[src/sv/rhc_pkg.sv]
package rhc_pkg;

  localparam int CNT_W = 16;
  localparam int DIFF_W = CNT_W + 1;
  localparam int HUE_W = 9;
  localparam int CLS_W = 2;
  localparam int NUM_W = 25;
  localparam int BASE_W = 9;

  localparam int FIFO_AW = 2;
  localparam int FIFO_DEPTH = 1 << FIFO_AW;

  localparam logic [CLS_W-1:0] CLS_RED = 2'd0;
  localparam logic [CLS_W-1:0] CLS_GREEN = 2'd1;
  localparam logic [CLS_W-1:0] CLS_BLUE = 2'd2;
  localparam logic [CLS_W-1:0] CLS_UNKNOWN = 2'd3;

  localparam logic [HUE_W-1:0] HUE_RED_LO = 9'd30;
  localparam logic [HUE_W-1:0] HUE_RED_HI = 9'd330;
  localparam logic [HUE_W-1:0] HUE_GREEN_LO = 9'd60;
  localparam logic [HUE_W-1:0] HUE_BLUE_LO = 9'd180;
  localparam logic [HUE_W-1:0] HUE_BLUE_HI = 9'd300;

  localparam logic [BASE_W-1:0] BASE_GREEN = 9'd120;
  localparam logic [BASE_W-1:0] BASE_BLUE = 9'd240;
  localparam logic [BASE_W-1:0] BASE_WRAP = 9'd360;
  localparam logic signed [NUM_W:0] SLOPE = 26'sd60;

  typedef enum logic [1:0] {
    SEC_RED,
    SEC_GREEN,
    SEC_BLUE
  } sector_t;

  typedef struct packed {
    logic [NUM_W-1:0] num;
    logic [CNT_W-1:0] delta;
  } div_item_t;

  function automatic logic [CLS_W-1:0] hue_class(input logic [HUE_W-1:0] hue);
    logic [CLS_W-1:0] cls;
    if (hue < HUE_RED_LO || hue > HUE_RED_HI) begin
      cls = CLS_RED;
    end else if (hue >= HUE_GREEN_LO && hue < HUE_BLUE_LO) begin
      cls = CLS_GREEN;
    end else if (hue >= HUE_BLUE_LO && hue <= HUE_BLUE_HI) begin
      cls = CLS_BLUE;
    end else begin
      cls = CLS_UNKNOWN;
    end
    return cls;
  endfunction

endpackage

[src/sv/rgb_hue_color_classifier.sv]
// channel | direction | ports
// --------+-----------+------------------------------------------------------
// in      | input     | in_valid, in_ready, in_red_count/green_count/blue_count
// out     | output    | out_valid, out_ready, out_hue_degrees, out_color_class
//
// One item per cycle sustained while the output is not stalled. The path is
// two front stages (sector, numerator), the 4-entry queue, nine
// restoring-divider stages (one quotient bit each) and an output register.
// rst_n is synchronous; it empties the pipeline and the queue.
// A stalled output backs up the divider stages and then the queue; the front
// keeps accepting until the queue and both front stages are full.
module rgb_hue_color_classifier import rhc_pkg::*; (
  input  logic             clk,
  input  logic             rst_n,
  input  logic             in_valid,
  output logic             in_ready,
  input  logic [CNT_W-1:0] in_red_count,
  input  logic [CNT_W-1:0] in_green_count,
  input  logic [CNT_W-1:0] in_blue_count,
  output logic             out_valid,
  input  logic             out_ready,
  output logic [HUE_W-1:0] out_hue_degrees,
  output logic [CLS_W-1:0] out_color_class
);

  logic      f_valid, f_ready;
  div_item_t f_item;
  logic      b_valid, b_ready;
  div_item_t b_item;

  rhc_front u_front (
    .clk            (clk),
    .rst_n          (rst_n),
    .in_valid       (in_valid),
    .in_ready       (in_ready),
    .in_red_count   (in_red_count),
    .in_green_count (in_green_count),
    .in_blue_count  (in_blue_count),
    .q_valid        (f_valid),
    .q_ready        (f_ready),
    .q_item         (f_item)
  );

  rhc_fifo u_fifo (
    .clk      (clk),
    .rst_n    (rst_n),
    .wr_valid (f_valid),
    .wr_ready (f_ready),
    .wr_item  (f_item),
    .rd_valid (b_valid),
    .rd_ready (b_ready),
    .rd_item  (b_item)
  );

  rhc_back u_back (
    .clk             (clk),
    .rst_n           (rst_n),
    .q_valid         (b_valid),
    .q_ready         (b_ready),
    .q_item          (b_item),
    .out_valid       (out_valid),
    .out_ready       (out_ready),
    .out_hue_degrees (out_hue_degrees),
    .out_color_class (out_color_class)
  );

`ifndef SYNTHESIS
  a_hue_range: assert property (@(posedge clk) disable iff (!rst_n)
    out_valid |-> out_hue_degrees < HUE_W'(360))
    else $error("hue out of range");

  a_red_class: assert property (@(posedge clk) disable iff (!rst_n)
    out_valid && (out_hue_degrees < HUE_RED_LO || out_hue_degrees > HUE_RED_HI)
      |-> out_color_class == CLS_RED)
    else $error("red hue misclassified");

  a_div_item: assert property (@(posedge clk) disable iff (!rst_n)
    b_valid |-> b_item.delta != '0)
    else $error("zero divisor reached divider");
`endif

endmodule

[src/sv/rhc_front.sv]
module rhc_front import rhc_pkg::*; (
  input  logic             clk,
  input  logic             rst_n,
  input  logic             in_valid,
  output logic             in_ready,
  input  logic [CNT_W-1:0] in_red_count,
  input  logic [CNT_W-1:0] in_green_count,
  input  logic [CNT_W-1:0] in_blue_count,
  output logic             q_valid,
  input  logic             q_ready,
  output div_item_t        q_item
);

  logic                     s1_v_r;
  sector_t                  s1_sec_r, s1_sec_nxt;
  logic [CNT_W-1:0]         s1_delta_r, s1_delta_nxt;
  logic signed [DIFF_W-1:0] s1_diff_r, s1_diff_nxt;

  logic                     s2_v_r;
  div_item_t                s2_item_r, s2_item_nxt;

  logic                     rdy1, rdy2;
  logic [CNT_W-1:0]         mx, mn, dlt;
  logic [BASE_W-1:0]        base;
  logic signed [NUM_W:0]    num_s;

  assign rdy2 = !s2_v_r || q_ready;
  assign rdy1 = !s1_v_r || rdy2;
  assign in_ready = rdy1;
  assign q_valid = s2_v_r;
  assign q_item = s2_item_r;

  // stage 1: sector, delta, signed channel difference
  always_comb begin
    if (in_red_count >= in_green_count && in_red_count >= in_blue_count) begin
      s1_sec_nxt = SEC_RED;
      mx = in_red_count;
      s1_diff_nxt = $signed({1'b0, in_green_count}) - $signed({1'b0, in_blue_count});
    end else if (in_green_count >= in_blue_count) begin
      s1_sec_nxt = SEC_GREEN;
      mx = in_green_count;
      s1_diff_nxt = $signed({1'b0, in_blue_count}) - $signed({1'b0, in_red_count});
    end else begin
      s1_sec_nxt = SEC_BLUE;
      mx = in_blue_count;
      s1_diff_nxt = $signed({1'b0, in_red_count}) - $signed({1'b0, in_green_count});
    end
    mn = in_red_count;
    if (in_green_count < mn) begin
      mn = in_green_count;
    end
    if (in_blue_count < mn) begin
      mn = in_blue_count;
    end
    dlt = mx - mn;
    // equal channels: numerator is zero, divide by one gives hue 0
    s1_delta_nxt = (dlt == '0) ? CNT_W'(1) : dlt;
  end

  // stage 2: numerator = base*delta + 60*diff
  always_comb begin
    unique case (s1_sec_r)
      SEC_RED:   base = s1_diff_r[DIFF_W-1] ? BASE_WRAP : '0;
      SEC_GREEN: base = BASE_GREEN;
      SEC_BLUE:  base = BASE_BLUE;
      default:   base = '0;
    endcase
    num_s = $signed({1'b0, NUM_W'(s1_delta_r) * NUM_W'(base)})
          + $signed((NUM_W+1)'(s1_diff_r)) * SLOPE;
    s2_item_nxt.num = num_s[NUM_W-1:0];
    s2_item_nxt.delta = s1_delta_r;
  end

  always_ff @(posedge clk) begin
    if (!rst_n) begin
      s1_v_r <= 1'b0;
      s2_v_r <= 1'b0;
    end else begin
      if (rdy1) begin
        s1_v_r <= in_valid;
      end
      if (rdy2) begin
        s2_v_r <= s1_v_r;
      end
    end
  end

  always_ff @(posedge clk) begin
    if (rdy1 && in_valid) begin
      s1_sec_r <= s1_sec_nxt;
      s1_delta_r <= s1_delta_nxt;
      s1_diff_r <= s1_diff_nxt;
    end
    if (rdy2 && s1_v_r) begin
      s2_item_r <= s2_item_nxt;
    end
  end

endmodule

[src/sv/rhc_fifo.sv]
module rhc_fifo import rhc_pkg::*; (
  input  logic      clk,
  input  logic      rst_n,
  input  logic      wr_valid,
  output logic      wr_ready,
  input  div_item_t wr_item,
  output logic      rd_valid,
  input  logic      rd_ready,
  output div_item_t rd_item
);

  div_item_t          mem_r [FIFO_DEPTH];
  logic [FIFO_AW-1:0] wr_ptr_r, rd_ptr_r;
  logic [FIFO_AW:0]   cnt_r, cnt_nxt;
  logic               push, pop;

  assign wr_ready = cnt_r != (FIFO_AW+1)'(FIFO_DEPTH);
  assign rd_valid = cnt_r != '0;
  assign rd_item = mem_r[rd_ptr_r];
  assign push = wr_valid && wr_ready;
  assign pop = rd_valid && rd_ready;

  always_comb begin
    cnt_nxt = cnt_r;
    if (push && !pop) begin
      cnt_nxt = cnt_r + 1'b1;
    end else if (pop && !push) begin
      cnt_nxt = cnt_r - 1'b1;
    end
  end

  always_ff @(posedge clk) begin
    if (!rst_n) begin
      wr_ptr_r <= '0;
      rd_ptr_r <= '0;
      cnt_r <= '0;
    end else begin
      cnt_r <= cnt_nxt;
      if (push) begin
        wr_ptr_r <= wr_ptr_r + 1'b1;
      end
      if (pop) begin
        rd_ptr_r <= rd_ptr_r + 1'b1;
      end
    end
  end

  always_ff @(posedge clk) begin
    if (push) begin
      mem_r[wr_ptr_r] <= wr_item;
    end
  end

endmodule

[src/sv/rhc_back.sv]
module rhc_back import rhc_pkg::*; (
  input  logic             clk,
  input  logic             rst_n,
  input  logic             q_valid,
  output logic             q_ready,
  input  div_item_t        q_item,
  output logic             out_valid,
  input  logic             out_ready,
  output logic [HUE_W-1:0] out_hue_degrees,
  output logic [CLS_W-1:0] out_color_class
);

  localparam int QW = HUE_W;

  // one quotient bit per stage, msb first
  logic [NUM_W-1:0] rem_r [QW-1];
  logic [NUM_W-1:0] rem_nxt [QW-1];
  logic [CNT_W-1:0] dlt_r [QW-1];
  logic [QW-1:0]    q_r [QW];
  logic [QW-1:0]    q_nxt [QW];
  logic [QW-1:0]    v_r;
  logic             ov_r;
  logic [HUE_W-1:0] hue_r;
  logic [CLS_W-1:0] cls_r;

  logic [NUM_W-1:0] rin [QW];
  logic [CNT_W-1:0] din [QW];
  logic [QW-1:0]    qin [QW];
  logic [NUM_W-1:0] dvs [QW];
  logic [QW-1:0]    vin;
  logic [QW-1:0]    ge;
  logic [QW:0]      rdy;

  always_comb begin
    rin[0] = q_item.num;
    din[0] = q_item.delta;
    qin[0] = '0;
    vin[0] = q_valid;
    for (int k = 1; k < QW; k++) begin
      rin[k] = rem_r[k-1];
      din[k] = dlt_r[k-1];
      qin[k] = q_r[k-1];
      vin[k] = v_r[k-1];
    end
    for (int k = 0; k < QW; k++) begin
      dvs[k] = NUM_W'(din[k]) << (QW - 1 - k);
      ge[k] = rin[k] >= dvs[k];
      q_nxt[k] = qin[k] | (QW'(ge[k]) << (QW - 1 - k));
    end
    for (int k = 0; k < QW - 1; k++) begin
      rem_nxt[k] = ge[k] ? rin[k] - dvs[k] : rin[k];
    end
  end

  always_comb begin
    rdy[QW] = !ov_r || out_ready;
    for (int k = QW - 1; k >= 0; k--) begin
      rdy[k] = !v_r[k] || rdy[k+1];
    end
  end

  assign q_ready = rdy[0];
  assign out_valid = ov_r;
  assign out_hue_degrees = hue_r;
  assign out_color_class = cls_r;

  always_ff @(posedge clk) begin
    if (!rst_n) begin
      v_r <= '0;
      ov_r <= 1'b0;
    end else begin
      for (int k = 0; k < QW; k++) begin
        if (rdy[k]) begin
          v_r[k] <= vin[k];
        end
      end
      if (rdy[QW]) begin
        ov_r <= v_r[QW-1];
      end
    end
  end

  always_ff @(posedge clk) begin
    for (int k = 0; k < QW - 1; k++) begin
      if (rdy[k] && vin[k]) begin
        rem_r[k] <= rem_nxt[k];
        dlt_r[k] <= din[k];
      end
    end
    for (int k = 0; k < QW; k++) begin
      if (rdy[k] && vin[k]) begin
        q_r[k] <= q_nxt[k];
      end
    end
    if (rdy[QW] && v_r[QW-1]) begin
      hue_r <= q_r[QW-1];
      cls_r <= hue_class(q_r[QW-1]);
    end
  end

endmodule

[config.mk]
export PLATFORM = sky130hd
export DESIGN_NAME = rgb_hue_color_classifier
export DESIGN_NICKNAME = d
export VERILOG_FILES = /design/src/sv/rhc_pkg.sv /design/src/sv/rgb_hue_color_classifier.sv /design/src/sv/rhc_front.sv /design/src/sv/rhc_fifo.sv /design/src/sv/rhc_back.sv
export SDC_FILE = /design/constraint.sdc
export NUM_CORES = 1
export LEC_CHECK = 0
export BUFFER_PORTS_ARGS = -buffer_cell sky130_fd_sc_hd__buf_4
export CAP_MARGIN = 40
export CORE_MARGIN = 1.5
export CORE_UTILIZATION = 40
export DETAILED_ROUTE_END_ITERATION = 16
export HOLD_SLACK_MARGIN = 0.15
export PLACE_DENSITY = 0.58
export SLEW_MARGIN = 20
export SYNTH_ARGS = -nofsm -noshare
export SYNTH_HDL_FRONTEND = slang
export SYNTH_SLANG_ARGS = --single-unit
[constraint.sdc]
create_clock -name clk -period 27.1 [get_ports clk]
set_clock_uncertainty 0.05 [all_clocks]
set_input_delay 6.775 -clock clk [delete_from_list [all_inputs] [get_ports clk]]
set_output_delay 6.775 -clock clk [all_outputs]
set_load 0.005 [all_outputs]
==> summary by stage, run 1 <==
Yosys
Yosys mapped a number of flops with a built-in enable equal to 599. After technology mapping, the gate count stands at 3471. Yosys printed 0 warnings.

The mean area per synthesized cell is 11.2 sq um. In this run, distinct cell masters in the synthesized netlist total 76. In this run the cell area of the synthesized design comes to 0.0388 sq mm. Among all flip-flop cells after synthesis, the most frequent one is edfxtp_1.

The share of the yosys chip area belonging to registers is 0.474. Synthesis inferred 620 register bits. The number of nets in the synthesized netlist is 3961. In the synthesized netlist the async set-or-reset flop fraction comes to 0.

Detailed routing
The total vias in the final route is 25.4k. For this run, design rule violations remaining after detail routing come to 0. The count of nets left with antenna violations once routing finished came out at 0. For this run, the detailed router's first-pass iteration total came to 5. The initial detailed-routing violation count is 1429. The detailed-route vias per instance is 5.19.

The average routed wire per standard cell is 16.8 microns. The sum of routed wire length over all layers is 82.6 mm.

STA
The summed negative setup slack over all endpoints is 0 ns. The post-layout minimum cycle time is 13.36 ns. Setup repair after global routing left no endpoint under its margin. Derived from the worst setup path, the maximum achievable clock frequency is 0.0748 GHz. The count of endpoints failing hold in the final timing report is 0. The post-route fraction of the period consumed by the critical path is 0.493.

The final max-slew violation count is 0. For the pin with the worst max-slew slack, the measured transition is 0.761 ns. Setup violations remaining at the end of the flow were counted as 0.

In this run the tightest slew margin relative to its limit is 0.492.

Worst hold path
The path with the worst hold slack has its endpoint at u_back.q_r[0][73]. The type of the worst min-delay path is flip-flop to flip-flop. The source of the worst hold timing path is u_back.q_r[0][64]. The number of cells traversed by the worst hold path is 0.

Placement
Detailed placement ended at an HPWL of 64.2 mm. The number of port buffers is 64. The final weighted congestion in routability-driven placement is 0.889.

Die
For this configuration, the core starts out at a cell density of 0.403. The width of the chip is 315 microns. Row generation in the floorplan step produced 114 rows. The floorplan step defined a die boundary enclosing 0.0990 sq mm. The core box area is 0.0964 sq mm. The die span in y is 315 microns.

During I/O placement, the number of pins put on the boundary was 65.

Setup path
The number of cells traversed by the worst register-to-register path is 23. At the worst endpoint, the arrival time is 13.72 ns. The startpoint type of the worst setup path is an input pin. The type of destination of the critical path is a flip-flop. The critical path's top delay family is simple AND/OR/NAND/NOR gates. On the worst path, the slowest cell contributes a delay of 0.62 ns. The slack of the worst reg-to-reg path is 19.96 ns. Of all nets on the critical path, the largest fanout is 17. The reg-to-reg critical path startpoint is u_front.s1_sec_r[1]. The critical path is of the input pin to flip-flop type.

The endpoint identified for the worst register-to-register timing path is u_front.q_item[40]. The sum of buffers and inverters on the critical path is 2. Walking the worst path, the cells encountered are buf_4 -> inv_1 -> ha_1 -> nand4_1 -> nor4_1 -> a21bo_2 -> a21oi_4 -> mux2i_1 -> ha_1 -> a21o_1 -> a211oi_1 -> nand4b_1 -> nor2_1 -> a221oi_4 -> o21ai_0 -> ha_1 -> a21oi_1 -> nand2_1 -> xor2_1 -> or3_1 -> or4_1 -> or4_1 -> or4_1 -> o41ai_2.

The endpoint required time on the critical path is 27.46 ns. The cell with the largest stage delay on the worst path is a21oi_4.

CTS
The total clock buffers created by CTS is 69. Buffers added to address setup during post-CTS repair amount to 0. Clock tree synthesis selected as its root buffer the cell clkbuf_16. The clock latency on the worst-skew pair is 0.62 ns.

The H-tree was split into 3 levels. The clock net in this run drives a total of 620 sinks. Clock-pin slew was measured on the worst setup and hold paths at 0.06 ns. The longest clock path from root to sink contains 3 buffers.

The number of buffers inserted for hold repair after clock tree synthesis is 0. TritonCTS built the clock tree. Once the clock tree was built, the resizer swapped 0 gates to a different size.

Job
Across the run, the number of max-cap violations was 0.

Finish
The area growth from synthesis to final layout is 11.6%. The repair_antennas step left the layout with diodes totalling 0. In the final layout, the share of cells above drive strength 1 is 0.0918. At the end of the flow, the number of nets in the layout was 4070.

After filler insertion, the fill cell instance count of the layout stands at 8989.

GRT
The first global-routing pass estimated 135 mm of wire. For this run, the total global-route usage over all layers was measured as 0.170. The total grt overflow is 0. Entering global routing, the biggest net connects 68 pins.

The number of global-route vias before repair is 25.6k. The initial antenna violation count is 0.

Status
The flow ran to the end, and the final reports show no timing, DRC or antenna violations.
==> synthesized netlist by cell type, drive strengths merged, types with 54 or more instances <==
cell type    n  area [sq um]
xor2        79           692
inv        444          1670
fa         116          2320
o21ai      170           851
nand2      252           946
nor2       240           901
nor3        55           280
clkbuf      54           203
edfxtp     599         18000
a21o        56           420
a21oi      217          1100
xnor2      116          1020
ha         322          4030
==> sequential cells by signal (all words and copies together), names as in the netlist, 9 cells and up, named ones only <==
name	flops
u_back.q_r	45
u_front.s1_delta_r	16
u_back.dlt_r	128
u_fifo.mem_r	156
u_front.s1_diff_r	17
u_back.v_r	9
u_front.q_item	39
u_back.out_hue_degrees	9
u_back.rem_r	185
==> routing by layer <==
metal / GRT usage / part of all wire
met3: 0.0222 / 0.030
met5: 0 / 0
met4: 0.0630 / 0.032
met2: 0.309 / 0.51
met1: 0.205 / 0.42
==> stage by stage <==
step	cell area, sq um	cells	hold slack (ns)	setup slack (ns)	util
after floorplan	38800	3471	0.350	13.95	-
after CTS	43300	4903	0.356	13.82	0.449
after global routing	43300	4904	0.358	13.40	0.449
after global placement	41000	4773	0.355	13.22	0.425
final	43300	4904	0.352	13.74	0.449
after detailed placement	41200	4784	0.355	13.26	0.427
==> worst max path at each step <==
stage                        from               endpoint  slack (ns)  cells past startpoint
3_3_place_gp   in_green_count[12]  u_front.s1_delta_r[0]       13.22                     24
3_5_place_dp   in_green_count[12]  u_front.s1_delta_r[0]       13.26                     25
5_1_grt        in_green_count[12]  u_front.s1_delta_r[0]       13.40                     25
6_report       in_green_count[12]  u_front.s1_delta_r[0]       13.74                     24
2_1_floorplan  in_green_count[12]  u_front.s1_delta_r[0]       13.95                     25
4_1_cts        in_green_count[12]  u_front.s1_delta_r[0]       13.82                     25
==> area by class of cell <==
class / instances / area (sq um) / area share
repair buffers: 101 / 845 / 0.0195
inverters: 444 / 1670 / 0.0385
flip-flops and latches: 620 / 18400 / 0.425
clock buffers: 80 / 1770 / 0.0408
well taps: 1276 / 1600 / 0.0368
multi-input cells: 2344 / 18700 / 0.431
clock inverters: 39 / 384 / 0.00886
==> cell usage in the layout, fill, tap and decap left out, drive strengths merged, types with 53 or more instances in the layout <==
cell | netlist | routed
o21ai | 170 | 170
ha | 322 | 322
xor2 | 79 | 79
nor3 | 55 | 55
nand2 | 252 | 252
clkbuf | 54 | 80
a21oi | 217 | 217
nand3 | 53 | 53
inv | 444 | 447
nor2b | 53 | 53
xnor2 | 116 | 116
a21o | 56 | 56
nor2 | 240 | 240
edfxtp | 599 | 599
fa | 116 | 116
buf | 9 | 99
==> logic make-up after synthesis <==
kind of cell | share of synthesized area
AND/OR/NAND/NOR | 0.108
AO/OA/AOI/OAI | 0.117
adder cells (fa/ha/maj) | 0.163
buffers and inverters | 0.0492
flip-flops | 0.474
multiplexers | 0.0436
XOR/XNOR | 0.0440
Power of run 1 is left out: the tool's default activity adds up to more than one toggle a clock period on the data nets, which glitch-free logic cannot reach.
==> inputs of run 2 (changes only) <==
--- a/config.mk
+++ b/config.mk
@@ -11,7 +11,7 @@
 export CORE_UTILIZATION = 40
 export DETAILED_ROUTE_END_ITERATION = 16
 export HOLD_SLACK_MARGIN = 0.15
-export PLACE_DENSITY = 0.58
+export PLACE_DENSITY = 0.6
 export SLEW_MARGIN = 20
 export SYNTH_ARGS = -nofsm -noshare
 export SYNTH_HDL_FRONTEND = slang
==> constraint.sdc (replaced) <==
create_clock -name clk -period 12 [get_ports clk]
set_clock_uncertainty 0.05 [all_clocks]
set_input_delay 3 -clock clk [delete_from_list [all_inputs] [get_ports clk]]
set_output_delay 3 -clock clk [all_outputs]
set_load 0.005 [all_outputs]
==> run 2 against run 1 <==
  * Non-clock buffer count grew 2
  * Die area unchanged
  * Utilization rose by 0.18 points
  * Critical path depth is 1 higher
  * Via count grew 0.28%
  * Critical endpoint unchanged
  * First-iteration DRC count down 5.7%
  * Setup slack lost 11 ns
  * Final area is 0.41% higher
  * Largest cell class unchanged
  * Sequential cell count is the same
  * Global-route usage is 0.13 points lower
  * Wire length is 0.60% lower
  * Clock-buffer cell count shrank 2
==> summary by stage, run 2 (synthesis gave the netlist of run 1 again) <==
Status
The flow ran to the end, and the final reports show no timing, DRC or antenna violations.

Setup path
For flop-to-flop paths, the worst setup slack is 5.01 ns. For the worst setup path, the data required time is 12.35 ns. The critical path start-end classification is input pin to flip-flop.

Tracing the worst setup path back leads to its startpoint at in_green_count[12]. The type of destination of the critical path is a flip-flop. The largest driver fanout on the critical path is 31.

The arrival time of data at the critical path endpoint is 9.99 ns. The startpoint identified for the worst register-to-register timing path is u_front.s1_sec_r[1]. The startpoint type of the worst setup path is an input pin.

Finish
The register containing the most flip-flops in the final layout is u_back.rem_r. Compared with the post-synthesis result, the final layout area differs by 12.0%. The top cell types in the final layout, fill and taps aside, are edfxtp_1 (599), inv_1 (444), ha_1 (322). The register with the most flip-flops in the layout has 185 of them. The end-of-flow core utilization is 0.451. The share of cells above drive strength 1 is 0.0920. The count of antenna diodes in the layout is 0. The post-layout net count is 4072.

In the final layout, the registers with the most flip-flops are u_back.rem_r (185), u_fifo.mem_r (156), u_back.dlt_r (128). The library cell used most frequently in the layout, excluding fill and tap cells, is edfxtp_1.

Die
The die covers 0.0990 sq mm. The floorplan has 114 rows. The die span in y is 315 microns.

The width of the chip is 315 microns. For this configuration, the core starts out at a cell density of 0.403. During I/O placement, the number of pins put on the boundary was 65. The region available for standard cell placement spans 0.0964 sq mm.

GRT
The overall routing resource usage is 0.169. The number of global-route vias before repair is 26.0k. The first-pass GRT wire length is 135 mm. The pin count of the biggest net entering global routing is 49. For this run the aggregate overflow at the end of global routing stands at 0. The initial antenna violation count is 1.

Detailed routing
After detailed routing, the average wire length per cell comes to 16.7 microns. Summed over all layers, the routed wires come to 82.1 mm. The number of iterations in the first detailed-routing pass is 5. The detail route stage leaves a number of antenna-violating nets equal to 0. For this block, the via count after detailed routing is 25.5k. The initial detailed-routing violation count is 1348.

Using the TritonRoute via totals, the vias-per-cell ratio works out to 5.20. The post-detailed-route DRC marker count is 0.

STA
Setup violations remaining at the end of the flow were counted as 0. The count of endpoints failing hold in the final timing report is 0. The worst path meets setup with 2.37 ns of slack.

Setup repair after global routing left no endpoint under its margin. The post-layout minimum cycle time is 9.63 ns. The summed negative setup slack over all endpoints is 0 ns.

Timing would allow up to 0.104 GHz. In this run the tightest slew margin relative to its limit is 0.467. The final max-slew violation count is 0.

Of the available clock period, the critical path in the final layout requires 0.803. The slew at the pin closest to its max-slew limit is 0.799 ns.

Placement
Routability-driven placement finished with a final weighted congestion of 0.903. The minimum setup slack after placement is 1.90 ns. During placement, the flow inserted port buffers numbering 64. The detailed placer's ending HPWL is 63.5 mm.

CTS
The H-tree was split into 3 levels. The tree is rooted in a clkbuf_16. Clock-pin slew was measured on the worst setup and hold paths at 0.06 ns. The post-cts sizing count is 0.

The clock latency on the worst-skew pair is 0.61 ns. The number of buffers inserted for hold repair after clock tree synthesis is 0. The clock sink count is 620.

The buffer count from post-CTS setup fixing is 0. The largest buffer count on any clock path is 3. Clock tree synthesis inserted a total of 69 buffers. TritonCTS built the clock tree.

Worst hold path
In this run the most critical hold path is launched from u_back.q_r[0][56]. The type of the worst min-delay path is flip-flop to flip-flop.

Job
The count of maximum capacitance violations is 0.
[run 2: cell types whose count changed in the layout (fill, tap and decap cells not counted), sizes merged]
cell / previous run / this run
bufinv: 3 / 9
clkinvlp: 7 / 1
clkinv: 26 / 31
buf: 99 / 101
clkbuf: 80 / 78
inv: 447 / 446
[run 2: layout make-up]
class | instances | area [sq um]
clock buffer | 78 | 1780
clock inverter | 43 | 514
timing repair buffer | 103 | 885
sequential | 620 | 18400
fill | 8976 | 52900
multi-input combinational | 2344 | 18700
inverter | 444 | 1670
tap | 1276 | 1600
[run 2: critical path: stages]
cell      delay, ns
buf_4          0.10
inv_1          0.04
ha_1           0.36
nand4_1        0.18
nor4_1         0.47
a21bo_2        0.31
a21oi_4        0.63
mux2i_1        0.38
ha_1           0.31
a21o_1         0.16
a211oi_1       0.45
nand4b_1       0.14
nor2_1         0.20
a221oi_4       0.08
buf_4          0.25
o21ai_0        0.27
ha_1           0.31
a21oi_1        0.22
nand2_1        0.12
xor2_1         0.16
or3_1          0.37
or4_1          0.41
or4_1          0.43
or4_1          0.44
o41ai_2        0.20
[run 2: metrics by stage]
step / hold WS (ns) / cells / instance area [sq um]
detailed placement: 0.355 / 4785 / 41200
floorplan: 0.350 / 3471 / 38800
global route: 0.371 / 4908 / 43500
CTS: 0.368 / 4906 / 43500
global placement: 0.354 / 4773 / 41000
finish: 0.367 / 4908 / 43500
[run 2: worst paths after layout]
kind / endpoint / depth (start not counted)
worst max-delay path: u_front.s1_delta_r[0] / 25
worst min-delay path: u_back.q_r[0][65] / 0
worst max register to register: u_front.q_item[40] / 24
worst min register to register: u_back.q_r[0][65] / 0
[run 2: metal layers]
layer | vias up | global-route usage | part of all wire
li1 | 12600 | - | -
met3 | 143 | 0.0211 | 0.030
met1 | 12300 | 0.201 | 0.42
met5 | - | 0 | 0
met2 | 424 | 0.311 | 0.52
met4 | 0 | 0.0620 | 0.033
Power of run 2 is left out for the same reason.
